<file path="config.mk">
export PLATFORM = sky130hd
export DESIGN_NAME = midpoint_ellipse_rasterizer
export DESIGN_NICKNAME = d
export VERILOG_FILES = /design/src/design/mer_pkg.sv /design/src/design/midpoint_ellipse_rasterizer.sv
export SDC_FILE = /design/constraint.sdc
export NUM_CORES = 2
export LEC_CHECK = 0
export BUFFER_PORTS_ARGS = -buffer_cell sky130_fd_sc_hd__buf_2
export CAP_MARGIN = 20
export CORE_MARGIN = 3
export CORE_UTILIZATION = 60
export CTS_CLUSTER_DIAMETER = 150
export DETAILED_ROUTE_END_ITERATION = 8
export PLACE_DENSITY = 0.8
export SETUP_SLACK_MARGIN = 0.4
export SLEW_MARGIN = 0
export SYNTH_ARGS = -nofsm -noshare
export SYNTH_HDL_FRONTEND = slang
export SYNTH_SLANG_ARGS = --single-unit
export TNS_END_PERCENT = 10
</file>
<file path="constraint.sdc">
create_clock -name clk_i -period 11.08 [get_ports clk_i]
set_input_delay 0.554 -clock clk_i [delete_from_list [all_inputs] [get_ports clk_i]]
set_output_delay 0.554 -clock clk_i [all_outputs]
set_load 0.01 [all_outputs]
</file>
<file path="src/design/mer_pkg.sv">
package mer_pkg;

  localparam logic OP_START = 1'b0;
  localparam logic OP_STEP  = 1'b1;

  typedef enum logic [3:0] {
    ST_IDLE,
    ST_SQ_RX,
    ST_SQ_RY,
    ST_INIT,
    ST_SW_A,
    ST_SW_B,
    ST_SW_C,
    ST_SW_D,
    ST_SW_E,
    ST_PLOT
  } state_e;

endpackage

</file>
<file path="src/design/midpoint_ellipse_rasterizer.sv">
// channel  | valid       | ready       | payload
// ---------+-------------+-------------+-------------------------------------------------
// input    | in_valid_i  | in_ready_o  | operation_i center_x_i center_y_i radius_x_i radius_y_i
// output   | out_valid_o | out_ready_i | right_x_o left_x_o lower_y_o upper_y_o last_o
//
// a step: accept, then one add-only update into the output register
// a step that crosses into region 2 makes five passes through the shared multiplier first
// a start makes three passes through the shared multiplier and gives no result
// rst_ni clears the sequencer, the output valid and the walk flags; no memory to clear
// a stalled output holds the update cycle until the waiting transaction is taken
module midpoint_ellipse_rasterizer #(
  parameter int RADIUS_BITS = 10,
  parameter int COORD_BITS  = 12
) (
  input  logic                          clk_i,
  input  logic                          rst_ni,
  input  logic                          in_valid_i,
  output logic                          in_ready_o,
  input  logic                          operation_i,
  input  logic signed [COORD_BITS-1:0]  center_x_i,
  input  logic signed [COORD_BITS-1:0]  center_y_i,
  input  logic [RADIUS_BITS-1:0]        radius_x_i,
  input  logic [RADIUS_BITS-1:0]        radius_y_i,
  output logic                          out_valid_o,
  input  logic                          out_ready_i,
  output logic signed [COORD_BITS:0]    right_x_o,
  output logic signed [COORD_BITS:0]    left_x_o,
  output logic signed [COORD_BITS:0]    lower_y_o,
  output logic signed [COORD_BITS:0]    upper_y_o,
  output logic                          last_o
);

  localparam int R     = RADIUS_BITS;
  localparam int C     = COORD_BITS;
  localparam int OUT_W = C + 1;
  localparam int XW    = R + 1;
  localparam int YW    = R + 2;
  localparam int SQ_W  = 2 * R;
  localparam int SL_W  = 3 * R + 4;
  localparam int MUL_W = 2 * R + 4;
  localparam int DEC_W = 2 * MUL_W;
  localparam int SUM_W = (OUT_W > YW) ? OUT_W : YW;

  mer_pkg::state_e state_q, state_d;

  logic [C-1:0]     cx_q, cy_q;
  logic [R-1:0]     rad_x_q, rad_y_q;
  logic [SQ_W-1:0]  rx2_q, ry2_q;
  logic [XW-1:0]    x_q, x_d;
  logic [YW-1:0]    y_q, y_d;
  logic [SL_W-1:0]  sx_q, sx_d, sy_q, sy_d;
  logic [DEC_W-1:0] dec_q, dec_d, acc_q;
  logic [MUL_W-1:0] tmp_q;
  logic             region_q, active_q;

  logic             out_valid_q;
  logic [OUT_W-1:0] right_x_q, left_x_q, lower_y_q, upper_y_q;
  logic             last_q;

  logic             in_fire, plot_go, need_switch;
  logic [MUL_W-1:0] mul_a, mul_b;
  logic [DEC_W-1:0] prod;

  assign in_fire     = in_valid_i && in_ready_o;
  assign need_switch = !region_q && ($signed(sx_q) > $signed(sy_q));

  // next state
  always_comb begin
    state_d = state_q;
    case (state_q)
      mer_pkg::ST_IDLE: begin
        if (in_fire) begin
          if (operation_i == mer_pkg::OP_START) begin
            state_d = mer_pkg::ST_SQ_RX;
          end else if (active_q) begin
            state_d = need_switch ? mer_pkg::ST_SW_A : mer_pkg::ST_PLOT;
          end
        end
      end
      mer_pkg::ST_SQ_RX: state_d = mer_pkg::ST_SQ_RY;
      mer_pkg::ST_SQ_RY: state_d = mer_pkg::ST_INIT;
      mer_pkg::ST_INIT:  state_d = mer_pkg::ST_IDLE;
      mer_pkg::ST_SW_A:  state_d = mer_pkg::ST_SW_B;
      mer_pkg::ST_SW_B:  state_d = mer_pkg::ST_SW_C;
      mer_pkg::ST_SW_C:  state_d = mer_pkg::ST_SW_D;
      mer_pkg::ST_SW_D:  state_d = mer_pkg::ST_SW_E;
      mer_pkg::ST_SW_E:  state_d = mer_pkg::ST_PLOT;
      mer_pkg::ST_PLOT: begin
        if (plot_go) begin
          state_d = mer_pkg::ST_IDLE;
        end
      end
      default: state_d = mer_pkg::ST_IDLE;
    endcase
  end

  // sequencer outputs: handshake and multiplier operand select
  logic [YW-1:0]    ym1, ym1_abs;
  logic [R+1:0]     two_x1;
  assign ym1     = y_q - YW'(1);
  assign ym1_abs = ym1[YW-1] ? (YW'(0) - ym1) : ym1;
  assign two_x1  = {x_q, 1'b1};

  always_comb begin
    in_ready_o = 1'b0;
    plot_go    = 1'b0;
    mul_a      = '0;
    mul_b      = '0;
    case (state_q)
      mer_pkg::ST_IDLE: in_ready_o = 1'b1;
      mer_pkg::ST_SQ_RX: begin
        mul_a = MUL_W'(rad_x_q);
        mul_b = MUL_W'(rad_x_q);
      end
      mer_pkg::ST_SQ_RY: begin
        mul_a = MUL_W'(rad_y_q);
        mul_b = MUL_W'(rad_y_q);
      end
      mer_pkg::ST_INIT: begin
        mul_a = MUL_W'(rx2_q);
        mul_b = MUL_W'(rad_y_q);
      end
      mer_pkg::ST_SW_A: begin
        mul_a = MUL_W'(two_x1);
        mul_b = MUL_W'(two_x1);
      end
      mer_pkg::ST_SW_B: begin
        mul_a = MUL_W'(ry2_q);
        mul_b = tmp_q;
      end
      mer_pkg::ST_SW_C: begin
        mul_a = MUL_W'(ym1_abs);
        mul_b = MUL_W'(ym1_abs);
      end
      mer_pkg::ST_SW_D: begin
        mul_a = MUL_W'(rx2_q);
        mul_b = tmp_q;
      end
      mer_pkg::ST_SW_E: begin
        mul_a = MUL_W'(rx2_q);
        mul_b = MUL_W'(ry2_q);
      end
      mer_pkg::ST_PLOT: plot_go = !out_valid_q || out_ready_i;
      default: ;
    endcase
  end

  // the one shared multiplier, its product lands in a register every time
  assign prod = mul_a * mul_b;

  // one walk iteration
  logic [SL_W-1:0]  two_ry2, two_rx2, sx_inc, sy_dec;
  logic [DEC_W-1:0] ry2_w, rx2_w, sxn_w, syn_w;
  logic             dec_neg, dec_pos;

  assign two_ry2 = {{(SL_W-SQ_W-1){1'b0}}, ry2_q, 1'b0};
  assign two_rx2 = {{(SL_W-SQ_W-1){1'b0}}, rx2_q, 1'b0};
  assign sx_inc  = sx_q + two_ry2;
  assign sy_dec  = sy_q - two_rx2;
  assign ry2_w   = DEC_W'(ry2_q);
  assign rx2_w   = DEC_W'(rx2_q);
  assign dec_neg = dec_q[DEC_W-1];
  assign dec_pos = !dec_q[DEC_W-1] && (dec_q != '0);

  always_comb begin
    x_d   = x_q;
    y_d   = y_q;
    sx_d  = sx_q;
    sy_d  = sy_q;
    sxn_w = '0;
    syn_w = '0;
    dec_d = dec_q;
    if (!region_q) begin
      x_d   = x_q + XW'(1);
      sx_d  = sx_inc;
      sxn_w = {{(DEC_W-SL_W){sx_inc[SL_W-1]}}, sx_inc};
      if (dec_neg) begin
        dec_d = dec_q + ((sxn_w + ry2_w) << 2);
      end else begin
        y_d   = y_q - YW'(1);
        sy_d  = sy_dec;
        syn_w = {{(DEC_W-SL_W){sy_dec[SL_W-1]}}, sy_dec};
        dec_d = dec_q + ((sxn_w - syn_w + ry2_w) << 2);
      end
    end else begin
      y_d   = y_q - YW'(1);
      sy_d  = sy_dec;
      syn_w = {{(DEC_W-SL_W){sy_dec[SL_W-1]}}, sy_dec};
      if (dec_pos) begin
        dec_d = dec_q + ((rx2_w - syn_w) << 2);
      end else begin
        x_d   = x_q + XW'(1);
        sx_d  = sx_inc;
        sxn_w = {{(DEC_W-SL_W){sx_inc[SL_W-1]}}, sx_inc};
        dec_d = dec_q + ((sxn_w - syn_w + rx2_w) << 2);
      end
    end
  end

  // four symmetric points
  logic [SUM_W-1:0] cx_w, cy_w, x_w, y_w, sum_rx, sum_lx, sum_ly, sum_uy;
  assign cx_w   = {{(SUM_W-C){cx_q[C-1]}}, cx_q};
  assign cy_w   = {{(SUM_W-C){cy_q[C-1]}}, cy_q};
  assign x_w    = {{(SUM_W-XW){1'b0}}, x_q};
  assign y_w    = {{(SUM_W-YW){y_q[YW-1]}}, y_q};
  assign sum_rx = cx_w + x_w;
  assign sum_lx = cx_w - x_w;
  assign sum_ly = cy_w + y_w;
  assign sum_uy = cy_w - y_w;

  always_ff @(posedge clk_i or negedge rst_ni) begin
    if (!rst_ni) begin
      state_q     <= mer_pkg::ST_IDLE;
      out_valid_q <= 1'b0;
      active_q    <= 1'b0;
      region_q    <= 1'b0;
    end else begin
      state_q <= state_d;
      if (state_q == mer_pkg::ST_PLOT && plot_go) begin
        out_valid_q <= 1'b1;
      end else if (out_valid_q && out_ready_i) begin
        out_valid_q <= 1'b0;
      end
      case (state_q)
        mer_pkg::ST_INIT: begin
          active_q <= 1'b1;
          region_q <= 1'b0;
        end
        mer_pkg::ST_SW_E: region_q <= 1'b1;
        mer_pkg::ST_PLOT: begin
          if (plot_go && y_d[YW-1]) begin
            active_q <= 1'b0;
          end
        end
        default: ;
      endcase
    end
  end

  always_ff @(posedge clk_i) begin
    case (state_q)
      mer_pkg::ST_IDLE: begin
        if (in_fire && operation_i == mer_pkg::OP_START) begin
          cx_q    <= center_x_i;
          cy_q    <= center_y_i;
          rad_x_q <= radius_x_i;
          rad_y_q <= radius_y_i;
        end
      end
      mer_pkg::ST_SQ_RX: rx2_q <= prod[SQ_W-1:0];
      mer_pkg::ST_SQ_RY: ry2_q <= prod[SQ_W-1:0];
      mer_pkg::ST_INIT: begin
        x_q   <= '0;
        y_q   <= YW'(rad_y_q);
        sx_q  <= '0;
        sy_q  <= {prod[SL_W-2:0], 1'b0};
        dec_q <= (ry2_w << 2) - (prod << 2) + rx2_w;
      end
      mer_pkg::ST_SW_A: tmp_q <= prod[MUL_W-1:0];
      mer_pkg::ST_SW_B: acc_q <= prod;
      mer_pkg::ST_SW_C: tmp_q <= prod[MUL_W-1:0];
      mer_pkg::ST_SW_D: acc_q <= acc_q + (prod << 2);
      mer_pkg::ST_SW_E: dec_q <= acc_q - (prod << 2);
      mer_pkg::ST_PLOT: begin
        if (plot_go) begin
          right_x_q <= sum_rx[OUT_W-1:0];
          left_x_q  <= sum_lx[OUT_W-1:0];
          lower_y_q <= sum_ly[OUT_W-1:0];
          upper_y_q <= sum_uy[OUT_W-1:0];
          last_q    <= y_d[YW-1];
          x_q       <= x_d;
          y_q       <= y_d;
          sx_q      <= sx_d;
          sy_q      <= sy_d;
          dec_q     <= dec_d;
        end
      end
      default: ;
    endcase
  end

  assign out_valid_o = out_valid_q;
  assign right_x_o   = right_x_q;
  assign left_x_o    = left_x_q;
  assign lower_y_o   = lower_y_q;
  assign upper_y_o   = upper_y_q;
  assign last_o      = last_q;

  a_plot_active : assert property (@(posedge clk_i) disable iff (!rst_ni)
    state_q == mer_pkg::ST_PLOT |-> active_q)
    else $error("plot without an active walk");

  a_region_one_slope : assert property (@(posedge clk_i) disable iff (!rst_ni)
    (state_q == mer_pkg::ST_PLOT && !region_q) |-> ($signed(sx_q) <= $signed(sy_q)))
    else $error("region 1 iteration past the slope crossover");

  a_switch_sets_region : assert property (@(posedge clk_i) disable iff (!rst_ni)
    state_q == mer_pkg::ST_SW_E |=> (region_q && state_q == mer_pkg::ST_PLOT))
    else $error("region switch did not enter region 2");

  a_last_ends_walk : assert property (@(posedge clk_i) disable iff (!rst_ni)
    (state_q == mer_pkg::ST_PLOT && plot_go && y_d[YW-1]) |=> (!active_q && last_o))
    else $error("final point set did not end the walk");

endmodule
</file>
Yosys cells after proc, flatten, opt, wreduce, memory -nomap -nowiden
Index checks and enable logic that the tools add are counted.

operators by class
  $lt $le $gt $ge = 1
  multipliers = 1
  mux-type cells = 38
  bitwise gates (word level) = 1
  eq/ne operators = 15
  reduce and logical (&&, ||, !) cells = 30
  add/subtract/negate cells = 22

operator list
  kind                                 count
  adder 48 bit                         5
  2-to-1 mux 34 bit                    6
  2-to-1 mux 48 bit                    4
  one-hot mux 24 bit (6 select lines)  1
  one-hot mux 48 bit (3 select lines)  1
  one-hot mux 34 bit (2 select lines)  2
  one-hot mux 20 bit (6 select lines)  1
  one-hot mux 48 bit (2 select lines)  1
  adder 48 x 20 -> 48 bit              1
  multiplier 24 x 24 -> 48 bit         1
  2-to-1 mux 12 bit                    4
  nonzero test 48 bit                  1
  subtractor 22 x 48 -> 48 bit         1
  subtractor 48 bit                    1
  adder 46 x 20 -> 46 bit              1
  adder 35 x 21 -> 36 bit              1
  one-hot mux 4 bit (9 select lines)   1
  adder 34 x 21 -> 35 bit              1
  subtractor 21 x 34 -> 35 bit         1
  subtractor 34 x 34 -> 35 bit         1
  adder 34 x 21 -> 34 bit              1
  greater-than comparator 34 bit       1
  subtractor 34 x 21 -> 34 bit         1
  2-to-1 mux 11 bit                    3
  28 further kinds                     66

word-level totals
  register bits = 355
  output and inout port bits = 55

Logic depth before layout (Yosys ltp)
  depth in word-level cells = 8
  depth in mapped cells = 52
  gate-level depth less buffers = 51

Worst setup path after synthesis
Ideal clock, no wire load.

  path kind = register to register
  from = register state_q[3]
  to = register dec_q[47] (data pin)
  arrival time = 11.508 ns
  data required time = 10.819 ns
  cell stages (with the launch flop) = 45
  buffers on the path = 3
  setup slack = -0.689 ns
  path through = dfrtp_1 clkbuf_1 nand2b_1 nor2_1 nand2_1 o21ai_0 a221o_1 clkbuf_1 nand2_1 fa_1 inv_1 fa_1 inv_1 fa_1 inv_1 fa_1 inv_1 fa_1 [9 not listed] o21ai_4 o21ai_0 xnor2_1 inv_1 ha_1 clkbuf_1 or3_1 or4_1 nor3_1 a21oi_1 o211ai_1 o21a_1 o21bai_1 a21oi_1 o2111ai_1 a21oi_1 xnor2_1 a221o_1

on the way
  word-level cells in the longest chain between the ends = 7
  elaborated cells between the ends (all ways) = 19
  classes of those cells = 3 x add/sub; 1 x mul; 9 x eq/ne; 3 x mux; 3 x reduce/logical

RTL lines
  what                                                                                               RTL line                            text
  from (decl)                                                                                        midpoint_ellipse_rasterizer.sv:44   mer_pkg::state_e state_q, state_d;
  from (signal assigned)                                                                             midpoint_ellipse_rasterizer.sv:213  state_q <= mer_pkg::ST_IDLE;
  from (signal assigned)                                                                             midpoint_ellipse_rasterizer.sv:218  state_q <= state_d;
  equality test 4 x 3 -> 1 bit, or another cell as far along                                         midpoint_ellipse_rasterizer.sv:109  case (state_q)
  OR reduction 3 bit (no source line) / OR reduction 2 bit (equally long branches)                   n/a
  one-hot mux 20 bit (6 select lines) / one-hot mux 24 bit (6 select lines) (equally long branches)  midpoint_ellipse_rasterizer.sv:109
  multiplier 24 x 24 -> 48 bit *                                                                     midpoint_ellipse_rasterizer.sv:149  assign prod = mul_a * mul_b;
  net prod[17]                                                                                       midpoint_ellipse_rasterizer.sv:62   logic [DEC_W-1:0] prod;
  subtractor 22 x 48 -> 48 bit                                                                       midpoint_ellipse_rasterizer.sv:257  dec_q <= (ry2_w << 2) - (prod << 2) + rx2_w;
  adder 48 x 20 -> 48 bit                                                                            midpoint_ellipse_rasterizer.sv:257
  one-hot mux 48 bit (3 select lines) *                                                              midpoint_ellipse_rasterizer.sv:241  case (state_q)
  to (signal assigned)                                                                               midpoint_ellipse_rasterizer.sv:257
  to (signal assigned)                                                                               midpoint_ellipse_rasterizer.sv:263  mer_pkg::ST_SW_E: dec_q <= acc_q - (prod << 2);
  to (decl)                                                                                          midpoint_ellipse_rasterizer.sv:52   logic [DEC_W-1:0] dec_q, dec_d, acc_q;

Mark *: on every way through the listed nets, which the timed path passes. The rest lies on a longest branch.
A chain may end at the register's enable or synchronous reset.

Worst setup path after layout
  from = register y_q[1]
  to = register dec_q[47] (data pin)

on the way
  word-level cells in the longest chain between the ends = 8
  elaborated cells between the ends (all ways) = 10
  classes of those cells = 5 x add/sub; 1 x mul; 4 x mux

RTL lines
  what                                                                                               RTL line                            text
  from (decl)                                                                                        midpoint_ellipse_rasterizer.sv:50   logic [YW-1:0] y_q, y_d;
  from (signal assigned)                                                                             midpoint_ellipse_rasterizer.sv:254  y_q <= YW'(rad_y_q);
  from (signal assigned)                                                                             midpoint_ellipse_rasterizer.sv:272  y_q <= y_d;
  subtractor 12 x 1 -> 12 bit *                                                                      midpoint_ellipse_rasterizer.sv:100  assign ym1 = y_q - YW'(1);
  subtractor 1 x 12 -> 12 bit                                                                        midpoint_ellipse_rasterizer.sv:101  assign ym1_abs = ym1[YW-1] ? (YW'(0) - ym1) : ym1;
  2-to-1 mux 12 bit *                                                                                midpoint_ellipse_rasterizer.sv:101
  one-hot mux 20 bit (6 select lines) / one-hot mux 24 bit (6 select lines) (equally long branches)  midpoint_ellipse_rasterizer.sv:109
  multiplier 24 x 24 -> 48 bit *                                                                     midpoint_ellipse_rasterizer.sv:149
  net prod[21]                                                                                       midpoint_ellipse_rasterizer.sv:62
  subtractor 22 x 48 -> 48 bit                                                                       midpoint_ellipse_rasterizer.sv:257
  adder 48 x 20 -> 48 bit                                                                            midpoint_ellipse_rasterizer.sv:257
  one-hot mux 48 bit (3 select lines) *                                                              midpoint_ellipse_rasterizer.sv:241

Marked as above.

==> flow_results.xml <==
<?xml version="1.0" encoding="UTF-8"?>
<metrics>
  <group name="setup_path">
    <metric name="timing.critical_path.to_type" unit="">flop</metric>
    <metric name="r2r_setup_slack" unit="ps">140</metric>
    <metric name="crit_top_cell" unit="">sky130_fd_sc_hd__fa_1</metric>
    <metric name="timing.reg2reg.worst_path_depth" unit="">47</metric>
    <metric name="regToRegEndpoint" unit="">dec_q[47]</metric>
    <metric name="critical_path.startpoint_type" unit="">flop</metric>
    <metric name="critical_path_class" unit="">reg2reg</metric>
    <metric name="worstPathMaxFanout" unit="">6</metric>
    <metric name="timing.critical_path.slowest_cell_delay" unit="ps">560</metric>
    <metric name="critical_path.slowest_cell" unit="">sky130_fd_sc_hd__fa_1</metric>
    <metric name="worst-endpoint-arrival" unit="ps">11320</metric>
    <metric name="r2r_start" unit="">y_q[1]</metric>
    <metric name="cp.required" unit="ps">11460</metric>
  </group>
  <group name="synth">
    <metric name="synth_simple_gate_area_share" unit="%">16.16</metric>
    <metric name="synth-main-ff-cell" unit="">sky130_fd_sc_hd__edfxtp_1</metric>
    <metric name="postSynthNetCount" unit="">6889</metric>
    <metric name="synth-seq-area-share" unit="%">20.68</metric>
    <metric name="ys_seq_elements" unit="">351</metric>
    <metric name="synth_cells" unit="">5871</metric>
    <metric name="yosys.area_share.adder" unit="%">30.16</metric>
    <metric name="netlist_top_cells_count" unit="">sky130_fd_sc_hd__inv_1, sky130_fd_sc_hd__nand2_1, sky130_fd_sc_hd__ha_1</metric>
    <metric name="number_of_enable_flip_flop_cells_after_synthesis" unit="">344</metric>
    <metric name="synth_area_leader_cell" unit="">sky130_fd_sc_hd__edfxtp_1</metric>
    <metric name="post_synth.cell_area_avg" unit="sq um">8.653</metric>
    <metric name="yosys.area.top_type_share" unit="%">20.33</metric>
    <metric name="yosysWarningCount" unit="">0</metric>
    <metric name="synthXorXnorAreaFrac" unit="%">7.886</metric>
    <metric name="synth-async-reset-ratio" unit="%">1.994</metric>
    <metric name="synthDistinctLibCells" unit="">109</metric>
    <metric name="ys_top_cells_by_area" unit="">sky130_fd_sc_hd__edfxtp_1, sky130_fd_sc_hd__fa_1, sky130_fd_sc_hd__ha_1</metric>
    <metric name="yosysMostFrequentCell" unit="">sky130_fd_sc_hd__inv_1</metric>
    <metric name="portion_of_netlist_area_occupied_by_mux_cells" unit="%">0.3620</metric>
    <metric name="post_synth_instance_area" unit="sq um">50800</metric>
    <metric name="main_combinational_cell_family_by_area_after_synthesis" unit="">adder cells</metric>
    <metric name="synth_compound_area_share" unit="%">17.61</metric>
  </group>
  <group name="clocking">
    <metric name="cts-buffers-inserted" unit="">45</metric>
    <metric name="worst_setup_hold_path_clk_slew" unit="ps">60</metric>
    <metric name="worst_skew_pair.late_latency" unit="ps">650</metric>
    <metric name="clk_root_buffer_cell" unit="">sky130_fd_sc_hd__clkbuf_16</metric>
    <metric name="tritoncts" unit="">built</metric>
    <metric name="clkSinkCount" unit="">351</metric>
    <metric name="clock_tree.htree_level_count" unit="">2</metric>
    <metric name="clock_path_buffers" unit="">3</metric>
  </group>
  <group name="grt">
    <metric name="groute.usage.overall" unit="%">35.35</metric>
    <metric name="global_route_wire_length_before_repair" unit="mm">248.2</metric>
    <metric name="grt_pass1_vias" unit="">45520</metric>
    <metric name="grt_start_max_net_pins" unit="">70</metric>
    <metric name="overflow" unit="">0</metric>
    <metric name="initial_antenna_violation_count" unit="">2</metric>
  </group>
  <group name="routing">
    <metric name="initialDrtViolationCount" unit="">4481</metric>
    <metric name="routed_via_density" unit="">6.255</metric>
    <metric name="drt_drc_violations_left" unit="">0</metric>
    <metric name="routed_wire_length_per_instance" unit="um">21.77</metric>
    <metric name="vias" unit="">46300</metric>
    <metric name="drt-total-wl" unit="mm">161.1</metric>
    <metric name="drt_pre_antenna_iters" unit="">8</metric>
    <metric name="detail-route-antenna-nets" unit="">0</metric>
  </group>
  <group name="placement">
    <metric name="port_buffers" unit="">103</metric>
    <metric name="placed_area" unit="sq um">54740</metric>
    <metric name="place_congestion" unit="">1.020</metric>
    <metric name="dpl.hpwl" unit="mm">124.0</metric>
    <metric name="pre_cts_worst_setup_slack" unit="ps">-276.1</metric>
  </group>
  <group name="timing">
    <metric name="timing.final.crit_period" unit="ps">10940</metric>
    <metric name="totalNegativeSetupSlack" unit="ps">0</metric>
    <metric name="drv_slew" unit="">0</metric>
    <metric name="timing_hold_violations_final" unit="">0</metric>
    <metric name="timing_worst_slew_pin_value" unit="ps">1089</metric>
    <metric name="fmax" unit="MHz">91.37</metric>
    <metric name="timing.clock.skew" unit="ps">46.12</metric>
    <metric name="finalSetupViolations" unit="">0</metric>
    <metric name="timing.final.crit_share" unit="%">98.78</metric>
    <metric name="post-route-worst-setup-slack" unit="ps">135.5</metric>
    <metric name="timing.max_slew.rel_slack" unit="%">27.38</metric>
    <metric name="rsz0062_at_grt" unit="">yes</metric>
  </group>
  <group name="floorplanning">
    <metric name="rows" unit="">106</metric>
    <metric name="fp.dieH" unit="um">297.0</metric>
    <metric name="width_of_the_chip" unit="um">297.0</metric>
    <metric name="ioPinCount" unit="">104</metric>
    <metric name="die_footprint" unit="sq um">88200</metric>
    <metric name="design.core.area" unit="sq um">83820</metric>
    <metric name="start_util" unit="%">60.61</metric>
  </group>
  <group name="final_layout">
    <metric name="num-fill-cells" unit="">6297</metric>
    <metric name="multi_input_comb_area" unit="sq um">38290</metric>
    <metric name="sequential_cell_area" unit="sq um">10510</metric>
    <metric name="final_cell_area" unit="sq um">58470</metric>
    <metric name="area.growth.synth_to_final" unit="%">15.10</metric>
    <metric name="final_layout_size_suffix_gt1_share" unit="%">14.97</metric>
    <metric name="number_of_nets_in_the_layout" unit="">7248</metric>
  </group>
  <group name="hold_path">
    <metric name="hold_path_startpoint" unit="">center_y_i[2]</metric>
    <metric name="hold-path-cell-count" unit="">1</metric>
    <metric name="worst_hold_path_type" unit="">in2reg</metric>
    <metric name="endpoint_worst_hold" unit="">cy_q[2]</metric>
  </group>
  <group name="run">
    <metric name="timing.max_cap.violations" unit="">0</metric>
  </group>
  <group name="run_status">
    <metric name="status" unit="">finished, final reports clean</metric>
  </group>
</metrics>
-- what timing repair did --
action,CTS,global route
pin swaps,72,77
buffers inserted,67,11
gates resized for setup,140,152
cloned,3,0
endpoints found under the hold margin,7,0
hold buffers,1,0
endpoints found under the setup margin,39,45
-- state kept, by name, summed over array words and instances (netlist names), 10 cells and up --
name / count
y_q: 12
sy_q: 33
dec_q: 48
x_q: 11
lower_y_o: 13
acc_q: 48
ry2_q: 20
rad_x_q: 10
tmp_q: 24
rad_y_q: 10
upper_y_o: 12
right_x_o: 13
left_x_o: 12
cy_q: 12
sx_q: 33
cx_q: 12
rx2_q: 20
-- how the worst max path moves through the flow --
| stage | depth (start not counted) | end | startpoint |
|---|---|---|---|
| after floorplan | 48 | dec_q[47] | y_q[1] |
| after global placement | 47 | dec_q[46] | y_q[0] |
| after detailed placement | 49 | dec_q[40] | y_q[3] |
| after CTS | 50 | acc_q[44] | y_q[0] |
| after global routing | 51 | dec_q[46] | y_q[1] |
| final | 47 | dec_q[47] | y_q[1] |
-- placed cells by master, fill, tap and decap left out, types with 246 or more instances in the layout --
cell type                  count
sky130_fd_sc_hd__a21oi_1     313
sky130_fd_sc_hd__buf_4       390
sky130_fd_sc_hd__edfxtp_1    344
sky130_fd_sc_hd__fa_1        423
sky130_fd_sc_hd__ha_1        512
sky130_fd_sc_hd__inv_1       735
sky130_fd_sc_hd__nand2_1     613
sky130_fd_sc_hd__nor2_1      528
sky130_fd_sc_hd__o21ai_0     246
sky130_fd_sc_hd__xnor2_1     269
-- per-layer routing --
layer / share of wire, % / GRT usage, %
met1: 37 / 43.24
met2: 47 / 58.66
met3: 9.3 / 6.532
met4: 7.3 / 20.69
met5: 0 / 0
-- cells by family after synthesis --
kind of cell | after synthesis
xor gates and xnor gates | 451
DFF | 351
buffers and inverters | 961
and+or+nand+nor | 1778
adders and majority gates | 969
muxes | 18
AOI/OAI and AO/OA | 1343
-- stage by stage --
stage / hold WS [ps] / instances / utilization [%]
3_5_place_dp: 423.0 / 7232 / 65.30
6_report: 81.76 / 7402 / 69.76
2_1_floorplan: 258.4 / 5871 / -
5_1_grt: 70.18 / 7401 / 69.76
4_1_cts: 61.65 / 7387 / 68.70
3_3_place_gp: 421.8 / 7232 / 65.30
-- worst max-delay path, delay by kind of cell (launching register included) --
kind | cells | cell delay (ps)
and+or+nand+nor | 10 | 1780
adders and majority gates | 9 | 4060
xor gates and xnor gates | 3 | 430
DFF | 1 | 420
AOI/OAI and AO/OA | 14 | 2790
buffers and inverters | 11 | 1170
-- area by class of cell --
type | instances | area share, %
timing repair buffer | 518 | 6.488
sequential | 351 | 17.97
inverter | 753 | 4.834
tap | 1134 | 2.426
clock inverter | 35 | 0.8110
multi-input combinational | 4561 | 65.48
antenna | 1 | 0.004279
clock buffer | 49 | 1.986
Power is left out: the tool's default activity adds up to more than one toggle a clock period on the data nets, which glitch-free logic cannot reach.
